===== config.mk =====
export PLATFORM = sky130hd
export DESIGN_NAME = radix_digit_accumulator
export DESIGN_NICKNAME = d
export VERILOG_FILES = /design/src/sv/rda_pkg.sv /design/src/sv/rda_front.sv /design/src/sv/rda_queue.sv /design/src/sv/rda_back.sv /design/src/sv/radix_digit_accumulator.sv
export VERILOG_INCLUDE_DIRS = /design/src /design/src/sv
export SDC_FILE = /design/constraint.sdc
export NUM_CORES = 2
export LEC_CHECK = 0
export BUFFER_PORTS_ARGS = -buffer_cell sky130_fd_sc_hd__buf_2
export CAP_MARGIN = 0
export CORE_ASPECT_RATIO = 0.8
export CORE_MARGIN = 3
export CORE_UTILIZATION = 50
export CTS_BUF_LIST = sky130_fd_sc_hd__clkbuf_2
export DETAILED_ROUTE_END_ITERATION = 16
export GPL_TIMING_DRIVEN = 0
export PLACE_DENSITY = 0.78
export SLEW_MARGIN = 20
export SYNTH_ARGS = -nofsm -noshare
export SYNTH_HDL_FRONTEND = slang
export SYNTH_HIERARCHICAL = 1
export SYNTH_SLANG_ARGS = --single-unit

===== constraint.sdc =====
create_clock -name clk -period 10.6 [get_ports clk]
set_input_delay 0.53 -clock clk [delete_from_list [all_inputs] [get_ports clk]]
set_output_delay 0.53 -clock clk [all_outputs]
set_load 0.02 [all_outputs]

===== src/sv/radix_digit_accumulator_macros.svh =====
// Assertion macros used by the radix digit accumulator top level.
`ifndef RADIX_DIGIT_ACCUMULATOR_MACROS_SVH
`define RADIX_DIGIT_ACCUMULATOR_MACROS_SVH

// Same-cycle implication, checked on every clock edge outside reset.
`define RDA_ASSERT_NOW(label, ante, cons, msg) \
  label: assert property (@(posedge clk) disable iff (rst) (ante) |-> (cons)) \
    else $error(msg);

// Next-cycle implication, checked on every clock edge outside reset.
`define RDA_ASSERT_NEXT(label, ante, cons, msg) \
  label: assert property (@(posedge clk) disable iff (rst) (ante) |=> (cons)) \
    else $error(msg);

`endif


===== src/sv/rda_pkg.sv =====
// Shared types, constants and the character classifier of the radix digit accumulator.
package rda_pkg;

  // Internal widths of the accumulator and the digit counter.
  localparam int VALUE_WIDTH = 64;
  localparam int COUNT_WIDTH = 16;

  // Port field widths.
  localparam int CHAR_W   = 8;
  localparam int DIGIT_W  = 6;
  localparam int LIMIT_W  = 63;
  localparam int OUT_W    = 64;
  localparam int STATUS_W = 2;
  localparam int DCOUNT_W = 16;
  localparam int CFG_IDX_W = 4;
  localparam int CFG_DATA_W = 64;

  localparam logic [COUNT_WIDTH-1:0] COUNT_MAX = '1;

  // Digit code for a character that is no digit in any base.
  localparam logic [DIGIT_W-1:0] NOT_A_DIGIT = 6'd63;

  // Character codes used by the classifier.
  localparam logic [CHAR_W-1:0] CH_ZERO  = 8'h30;
  localparam logic [CHAR_W-1:0] CH_NINE  = 8'h39;
  localparam logic [CHAR_W-1:0] CH_UP_A  = 8'h41;
  localparam logic [CHAR_W-1:0] CH_UP_Z  = 8'h5A;
  localparam logic [CHAR_W-1:0] CH_LO_A  = 8'h61;
  localparam logic [CHAR_W-1:0] CH_LO_Z  = 8'h7A;
  localparam logic [CHAR_W-1:0] LETTER_OFS = 8'd10;

  typedef enum logic [STATUS_W-1:0] {
    STATUS_OK        = 2'd0,
    STATUS_OVERFLOW  = 2'd1,
    STATUS_NO_DIGITS = 2'd2
  } status_t;

  typedef enum logic [CFG_IDX_W-1:0] {
    REG_RADIX          = 4'd0,
    REG_LIMIT_QUOTIENT = 4'd1,
    REG_LIMIT_DIGIT    = 4'd2,
    REG_ERROR_VALUE    = 4'd3
  } reg_index_t;

  // One classified character: a digit of the current base or a terminator.
  typedef struct packed {
    logic               term;
    logic [DIGIT_W-1:0] digit;
  } token_t;

  // Head of the token queue as seen by the back end.
  typedef struct packed {
    logic   valid;
    token_t tok;
  } queue_head_t;

  // Case-insensitive digit value of a character, NOT_A_DIGIT otherwise.
  function automatic logic [DIGIT_W-1:0] digit_of(input logic [CHAR_W-1:0] c);
    logic [CHAR_W-1:0] diff;
    diff = '0;
    if (c >= CH_ZERO && c <= CH_NINE) begin
      diff = c - CH_ZERO;
      return diff[DIGIT_W-1:0];
    end else if (c >= CH_UP_A && c <= CH_UP_Z) begin
      diff = c - CH_UP_A + LETTER_OFS;
      return diff[DIGIT_W-1:0];
    end else if (c >= CH_LO_A && c <= CH_LO_Z) begin
      diff = c - CH_LO_A + LETTER_OFS;
      return diff[DIGIT_W-1:0];
    end
    return NOT_A_DIGIT;
  endfunction

endpackage


===== src/sv/rda_front.sv =====
// Front end: accepts characters and classifies each as a digit or a terminator.
module rda_front import rda_pkg::*; (
  input  logic               s_tvalid,
  output logic               s_tready,
  input  logic [CHAR_W-1:0]  s_tdata,   // [7:0] char_code
  input  logic [DIGIT_W-1:0] radix,
  input  logic               q_full,
  output logic               q_push,
  output token_t             q_tok
);

  logic [DIGIT_W-1:0] digit;

  // A character is a digit when its value lies below the configured base.
  always_comb begin
    digit       = digit_of(s_tdata);
    q_tok.digit = digit;
    q_tok.term  = !(digit < radix);
  end

  // The front stalls only when the queue has no room.
  assign s_tready = !q_full;
  assign q_push   = s_tvalid && !q_full;

endmodule


===== src/sv/rda_queue.sv =====
// Two-entry token queue between the front end and the back end.
module rda_queue import rda_pkg::*; (
  input  logic        clk,
  input  logic        rst,
  input  logic        push,
  input  token_t      push_tok,
  input  logic        pop,
  output logic        full,
  output queue_head_t head
);

  token_t     mem [2];
  logic       wr_ptr;
  logic       rd_ptr;
  logic [1:0] count;

  assign full       = (count == 2'd2);
  assign head.valid = (count != 2'd0);
  assign head.tok   = mem[rd_ptr];

  // Pointers and fill count.
  always_ff @(posedge clk) begin
    if (rst) begin
      wr_ptr <= 1'b0;
      rd_ptr <= 1'b0;
      count  <= 2'd0;
    end else begin
      if (push) wr_ptr <= !wr_ptr;
      if (pop)  rd_ptr <= !rd_ptr;
      unique case ({push, pop})
        2'b10:   count <= count + 2'd1;
        2'b01:   count <= count - 2'd1;
        default: count <= count;
      endcase
    end
  end

  // Token storage.
  always_ff @(posedge clk) begin
    if (push) mem[wr_ptr] <= push_tok;
  end

endmodule


===== src/sv/rda_back.sv =====
// Back end: accumulates digits, detects overflow and holds the finished result.
module rda_back import rda_pkg::*; (
  input  logic                clk,
  input  logic                rst,
  input  queue_head_t         head,
  output logic                pop,
  input  logic [DIGIT_W-1:0]  radix,
  input  logic [LIMIT_W-1:0]  limit_quotient,
  input  logic [DIGIT_W-1:0]  limit_digit,
  input  logic [OUT_W-1:0]    error_value,
  output logic                res_valid,
  input  logic                res_ready,
  output logic [OUT_W-1:0]    res_value,
  output status_t             res_status,
  output logic [DCOUNT_W-1:0] res_count,
  output logic                res_force
);

  logic [VALUE_WIDTH-1:0] acc;
  logic                   seen;
  logic                   ovf;
  logic [COUNT_WIDTH-1:0] cnt;

  logic [VALUE_WIDTH-1:0] acc_next;
  logic [COUNT_WIDTH-1:0] cnt_next;
  logic                   in_range;
  logic                   take_digit;
  logic                   take_term;

  // A digit always proceeds; a terminator waits for the result register.
  assign take_digit = head.valid && !head.tok.term;
  assign take_term  = head.valid && head.tok.term && (!res_valid || res_ready);
  assign pop        = take_digit || take_term;

  // Limit check and the multiply-add run side by side.
  always_comb begin
    in_range = (OUT_W'(acc) < OUT_W'(limit_quotient)) ||
               ((OUT_W'(acc) == OUT_W'(limit_quotient)) && (head.tok.digit <= limit_digit));
    acc_next = acc * VALUE_WIDTH'(radix) + VALUE_WIDTH'(head.tok.digit);
    cnt_next = (cnt == COUNT_MAX) ? cnt : cnt + 1'b1;
  end

  // Conversion state; a terminator rearms it.
  always_ff @(posedge clk) begin
    if (rst) begin
      acc  <= '0;
      seen <= 1'b0;
      ovf  <= 1'b0;
      cnt  <= '0;
    end else if (take_digit) begin
      seen <= 1'b1;
      cnt  <= cnt_next;
      if (!ovf) begin
        if (in_range) acc <= acc_next;
        else          ovf <= 1'b1;
      end
    end else if (take_term) begin
      acc  <= '0;
      seen <= 1'b0;
      ovf  <= 1'b0;
      cnt  <= '0;
    end
  end

  // Result valid flag.
  always_ff @(posedge clk) begin
    if (rst) begin
      res_valid <= 1'b0;
    end else if (take_term) begin
      res_valid <= 1'b1;
    end else if (res_ready) begin
      res_valid <= 1'b0;
    end
  end

  // Result payload, loaded when a terminator leaves the queue.
  always_ff @(posedge clk) begin
    if (take_term) begin
      res_count <= DCOUNT_W'(cnt);
      priority if (ovf) begin
        res_value  <= OUT_W'(error_value[VALUE_WIDTH-1:0]);
        res_status <= STATUS_OVERFLOW;
        res_force  <= 1'b1;
      end else if (!seen) begin
        res_value  <= '0;
        res_status <= STATUS_NO_DIGITS;
        res_force  <= 1'b0;
      end else begin
        res_value  <= OUT_W'(acc);
        res_status <= STATUS_OK;
        res_force  <= 1'b0;
      end
    end
  end

endmodule


===== src/sv/radix_digit_accumulator.sv =====
// Top level of the radix digit accumulator: configuration registers, front, queue, back.
//
//  Channel  Signals                      Transaction
//  s        s_tvalid s_tready s_tdata    one character in
//  m        m_tvalid m_tready m_tdata    one converted number out (on each terminator)
//           m_tuser
//  cfg      cfg_valid cfg_ready          one register write
//           cfg_index cfg_data
//
// One character per cycle is accepted while the queue has room; the back end's
// multiply-add and limit check on the 64-bit accumulator are combinational.
// A result reaches m through the token queue and then the result register.
// Reset is synchronous; it restores the registers and rearms the conversion.
// Digits keep flowing while a result waits; a second terminator waits in the
// two-entry queue, and s stalls only once that queue is full.
`include "radix_digit_accumulator_macros.svh"

module radix_digit_accumulator import rda_pkg::*; (
  input  logic                  clk,
  input  logic                  rst,
  input  logic                  s_tvalid,
  output logic                  s_tready,
  input  logic [CHAR_W-1:0]     s_tdata,    // [7:0] char_code
  output logic                  m_tvalid,
  input  logic                  m_tready,
  output logic [79:0]           m_tdata,    // [63:0] value, [79:64] digits_consumed
  output logic [2:0]            m_tuser,    // [1:0] status, [2] force_positive
  input  logic                  cfg_valid,
  output logic                  cfg_ready,
  input  logic [CFG_IDX_W-1:0]  cfg_index,
  input  logic [CFG_DATA_W-1:0] cfg_data
);

  logic [DIGIT_W-1:0]  radix;
  logic [LIMIT_W-1:0]  limit_quotient;
  logic [DIGIT_W-1:0]  limit_digit;
  logic [OUT_W-1:0]    error_value;

  logic                q_full;
  logic                q_push;
  token_t              q_tok;
  logic                q_pop;
  queue_head_t         q_head;

  logic [OUT_W-1:0]    res_value;
  status_t             res_status;
  logic [DCOUNT_W-1:0] res_count;
  logic                res_force;

  assign cfg_ready = 1'b1;

  // Configuration registers; unknown indexes are ignored.
  always_ff @(posedge clk) begin
    if (rst) begin
      radix          <= 6'd10;
      limit_quotient <= 63'd1844674407370955161;
      limit_digit    <= 6'd5;
      error_value    <= '1;
    end else if (cfg_valid) begin
      unique case (cfg_index)
        REG_RADIX:          radix          <= cfg_data[DIGIT_W-1:0];
        REG_LIMIT_QUOTIENT: limit_quotient <= cfg_data[LIMIT_W-1:0];
        REG_LIMIT_DIGIT:    limit_digit    <= cfg_data[DIGIT_W-1:0];
        REG_ERROR_VALUE:    error_value    <= cfg_data;
        default: ;
      endcase
    end
  end

  rda_front u_front (
    .s_tvalid (s_tvalid),
    .s_tready (s_tready),
    .s_tdata  (s_tdata),
    .radix    (radix),
    .q_full   (q_full),
    .q_push   (q_push),
    .q_tok    (q_tok)
  );

  rda_queue u_queue (
    .clk      (clk),
    .rst      (rst),
    .push     (q_push),
    .push_tok (q_tok),
    .pop      (q_pop),
    .full     (q_full),
    .head     (q_head)
  );

  rda_back u_back (
    .clk            (clk),
    .rst            (rst),
    .head           (q_head),
    .pop            (q_pop),
    .radix          (radix),
    .limit_quotient (limit_quotient),
    .limit_digit    (limit_digit),
    .error_value    (error_value),
    .res_valid      (m_tvalid),
    .res_ready      (m_tready),
    .res_value      (res_value),
    .res_status     (res_status),
    .res_count      (res_count),
    .res_force      (res_force)
  );

  // Pack the result onto the master side.
  assign m_tdata = {res_count, res_value};
  assign m_tuser = {res_force, res_status};

  // Overflow results always carry the force-positive flag, and only they do.
  `RDA_ASSERT_NOW(a_force_matches_ovf, m_tvalid, res_force == (res_status == STATUS_OVERFLOW), "force_positive disagrees with overflow status")
  // A result without digits reports zero value and zero count.
  `RDA_ASSERT_NOW(a_no_digits_zero, m_tvalid && res_status == STATUS_NO_DIGITS, res_value == '0 && res_count == '0, "no-digit result is not zero")
  // A successful conversion consumed at least one digit.
  `RDA_ASSERT_NOW(a_ok_has_digits, m_tvalid && res_status == STATUS_OK, res_count != '0, "ok result with zero digit count")
  // A radix write lands in the register on the next cycle.
  `RDA_ASSERT_NEXT(a_radix_write, cfg_valid && cfg_ready && cfg_index == REG_RADIX, radix == $past(cfg_data[DIGIT_W-1:0]), "radix register missed a write")

endmodule

==> metrics <==
distinct cell type count after synthesis 92; R2R Setup Slk 3.28 ns; cells on worst reg2reg path 18; CP most frequent cell fa_1; HP Class primary input to flip-flop; CP Buf/Inv Count 3; Slew @ Worst Pin 1.100 ns; setup TNS 0 ns; Ports 167; Post-synth top cells 346 x and2_1, 252 x nor2_1, 240 x fa_1; reg2reg start radix[5]; antenna-violating nets left 0; crit path kind flip-flop to flip-flop; starting density of the core 51.12%; Slew HR 24.80%; Routed wire per std cell 20.14 um; First-pass DRT Iterations 6; cts hold-fix bufs 73; CTS Sinks 324; Setup Viol. Count Final 0; Post-Syn Area 27,110 sq um; Period minus WS final 7.316 ns; Max Clock Skew 0.08065 ns; Total Routing Usage GR 27.48%; Arrival @ worst endpoint 8.13 ns; CP max-delay cell a211oi_1; H-tree Lvls 3; Num CTS Buffers 84; Detailed Place HPWL 59,880 um; first-pass GRT wire length 123,900 um; register area share after synthesis 27.51%; crit share post-route 69.02%; Critical Path RT 11.42 ns; layout cells sized above 1 12.02%; Post-CTS Setup Inserts 0; Die Ht 214.3 um; vias in the first global route 22.53k; via count 22.50k; Yosys warning count 6; min-delay src s_tdata[1]; post_cts resized 0; PwrDens 106.6 nW/um^2; top-count cell post-synth and2_1; Final Power 3.242 mW; Bufs on Longest Clock Path 3; CTS tree yes; DR DRC count 0; unrepaired setup endpoints after global routing no; Syn Inst Count 2,818; Final #Nets 3,675; R2R Path End u_back/acc[57]; Startpoint Class flip-flop; Rows 75; Hold EP u_queue/mem[1][1]; Yosys top cell area share 17.73%; initial drt markers 2,319; worst hold margin 0.07583 ns; max cap viols 0; Root Driver clkbuf_2; Worst Setup End Kind flip-flop; crit-path cells clkbuf_1 > clkbuf_1 > and2_1 > fa_1 > fa_1 > fa_1 > ha_1 > ha_1 > buf_2 > nand2_1 > nor2_1 > nand2_1 > or3_1 > a211oi_1 > o211a_1 > o21ai_1 > nor3b_1 > o31ai_1; Area growth, synth to finish 12.14%; core area 53,020 sq um; CTS clock-pin slew for the worst setup and hold paths 0.10 ns; async set-reset flop share out of synthesis 0%; ranking of synthesized cells by area fa_1 18%, dfxtp_1 17%, edfxtp_1 11%; full die area 57,060 sq um; Most used DFF post-synth dfxtp_1; final hold violations 0; Synth Area per Inst 9.619 sq um; Post-Route WL 78,700 um; Leakage 14.39 nW; clk_lat worst skew 1.03 ns; Yosys reg bits 324; initial antenna violation count 1; Port Buffers 165; gpl congestion 0.9117; crit-path leading delay family adder cells; achievable clock frequency 0.1367 GHz; DIE WIDTH 266.3 um; Post-synth EDFFs 97; hold depth 3; count of final max-slew check failures 0; syn nets 3,350; maximum VDD drop 0.0001011 V; leading area contributor after synthesis fa_1; global route overflow 0; vias per cell 5.759; pin count of the biggest net entering global routing 45; CP peak stage delay 0.87 ns; status finished, final reports clean; critical path peak fanout 10
-- logic make-up (layout without fill, tap and decap cells) --
family	Yosys count	after routing	share of synthesized area [%]
buffers and inverters	318	711	5.156
multiplexers	150	150	5.581
AO/OA/AOI/OAI	447	447	11.42
AND/OR/NAND/NOR	1052	1052	20.43
flip-flops	324	324	27.51
other	1	4	0.01383
XOR/XNOR	75	75	2.423
adder cells (fa/ha/maj)	451	451	27.46
-- sequential cells by signal (all words and copies together), names as in the netlist, 2 cells and up, named ones only --
signal             flops
error_value           64
limit_digit            6
limit_quotient        63
radix                  6
u_back/acc            64
u_back/cnt            16
u_back/res_count      16
u_back/res_status      2
u_back/res_value      64
u_queue/count          2
u_queue/mem           14
-- layout make-up --
type | instances | area [sq um]
sequential | 324 | 7457
tap | 693 | 867.1
inverter | 166 | 625.6
timing repair buffer | 239 | 1577
fill | 4470 | 22620
clock inverter | 31 | 222.7
buffer | 152 | 774.5
multi-input combinational | 2176 | 18250
clock buffer | 123 | 615.6
antenna | 3 | 7.507
-- placed cells by master (no fill, tap or decap), types with 26 or more instances in the layout --
cell type	n
nor2_1	252
xor2_1	29
a21o_1	39
nand3_1	80
ha_1	211
edfxtp_1	97
buf_2	192
clkbuf_2	123
mux2i_1	141
nand2_1	160
nand4_1	26
and2_1	346
a22o_1	83
clkbuf_1	97
a21oi_1	134
nand2b_1	90
inv_1	164
dlygate4sd3_1	73
fa_1	240
o21ai_0	58
xnor2_1	46
dfxtp_1	227
-- worst register-to-register path, stage by stage, from the launching register on --
cell and delay, ns:
dfxtp_1 0.51, clkbuf_1 0.60, clkbuf_1 0.67, and2_1 0.28, fa_1 0.43, fa_1 0.52
fa_1 0.49, ha_1 0.30, ha_1 0.27, buf_2 0.19, nand2_1 0.09, nor2_1 0.22
nand2_1 0.11, or3_1 0.42, a211oi_1 0.87, o211a_1 0.36, o21ai_1 0.13, nor3b_1 0.16
o31ai_1 0.51
-- power by group --
part	switching [mW]	internal, mW	total, mW
clock	0.553	0.391	0.944
sequential	0.0526	1.43	1.48
combinational	0.567	0.251	0.818
-- routing by layer --
metal | vias up | track usage [%] | wire length, um
met5 | - | 0 | 0
met4 | 0 | 9.353 | 2256
met3 | 160 | 7.239 | 9229
met2 | 1177 | 41.16 | 33740
met1 | 10840 | 38.57 | 33470
li1 | 10320 | - | -
-- how the worst max path moves through the flow --
stage                  start              to  slack [ns]  cells after the start
floorplan           radix[1]  u_back/acc[55]        5.23                     21
global placement    radix[5]  u_back/acc[57]        3.54                     18
detailed placement  radix[5]  u_back/acc[57]        3.52                     18
CTS                 radix[5]  u_back/acc[57]        3.45                     18
global route        radix[5]  u_back/acc[57]        3.07                     18
finish              radix[5]  u_back/acc[57]        3.28                     18
-- per-stage QoR --
stage | area, sq um | instances | util (%) | setup slack [ns]
6_report | 30400 | 3907 | 57.33 | 3.284
5_1_grt | 30390 | 3905 | 57.32 | 3.074
4_1_cts | 30390 | 3904 | 57.32 | 3.447
3_5_place_dp | 28820 | 3677 | 54.36 | 3.515
3_3_place_gp | 28800 | 3676 | 54.32 | 3.536
2_1_floorplan | 27110 | 2818 | - | 5.235
No activity file was read; power rests on OpenSTA's default activity.
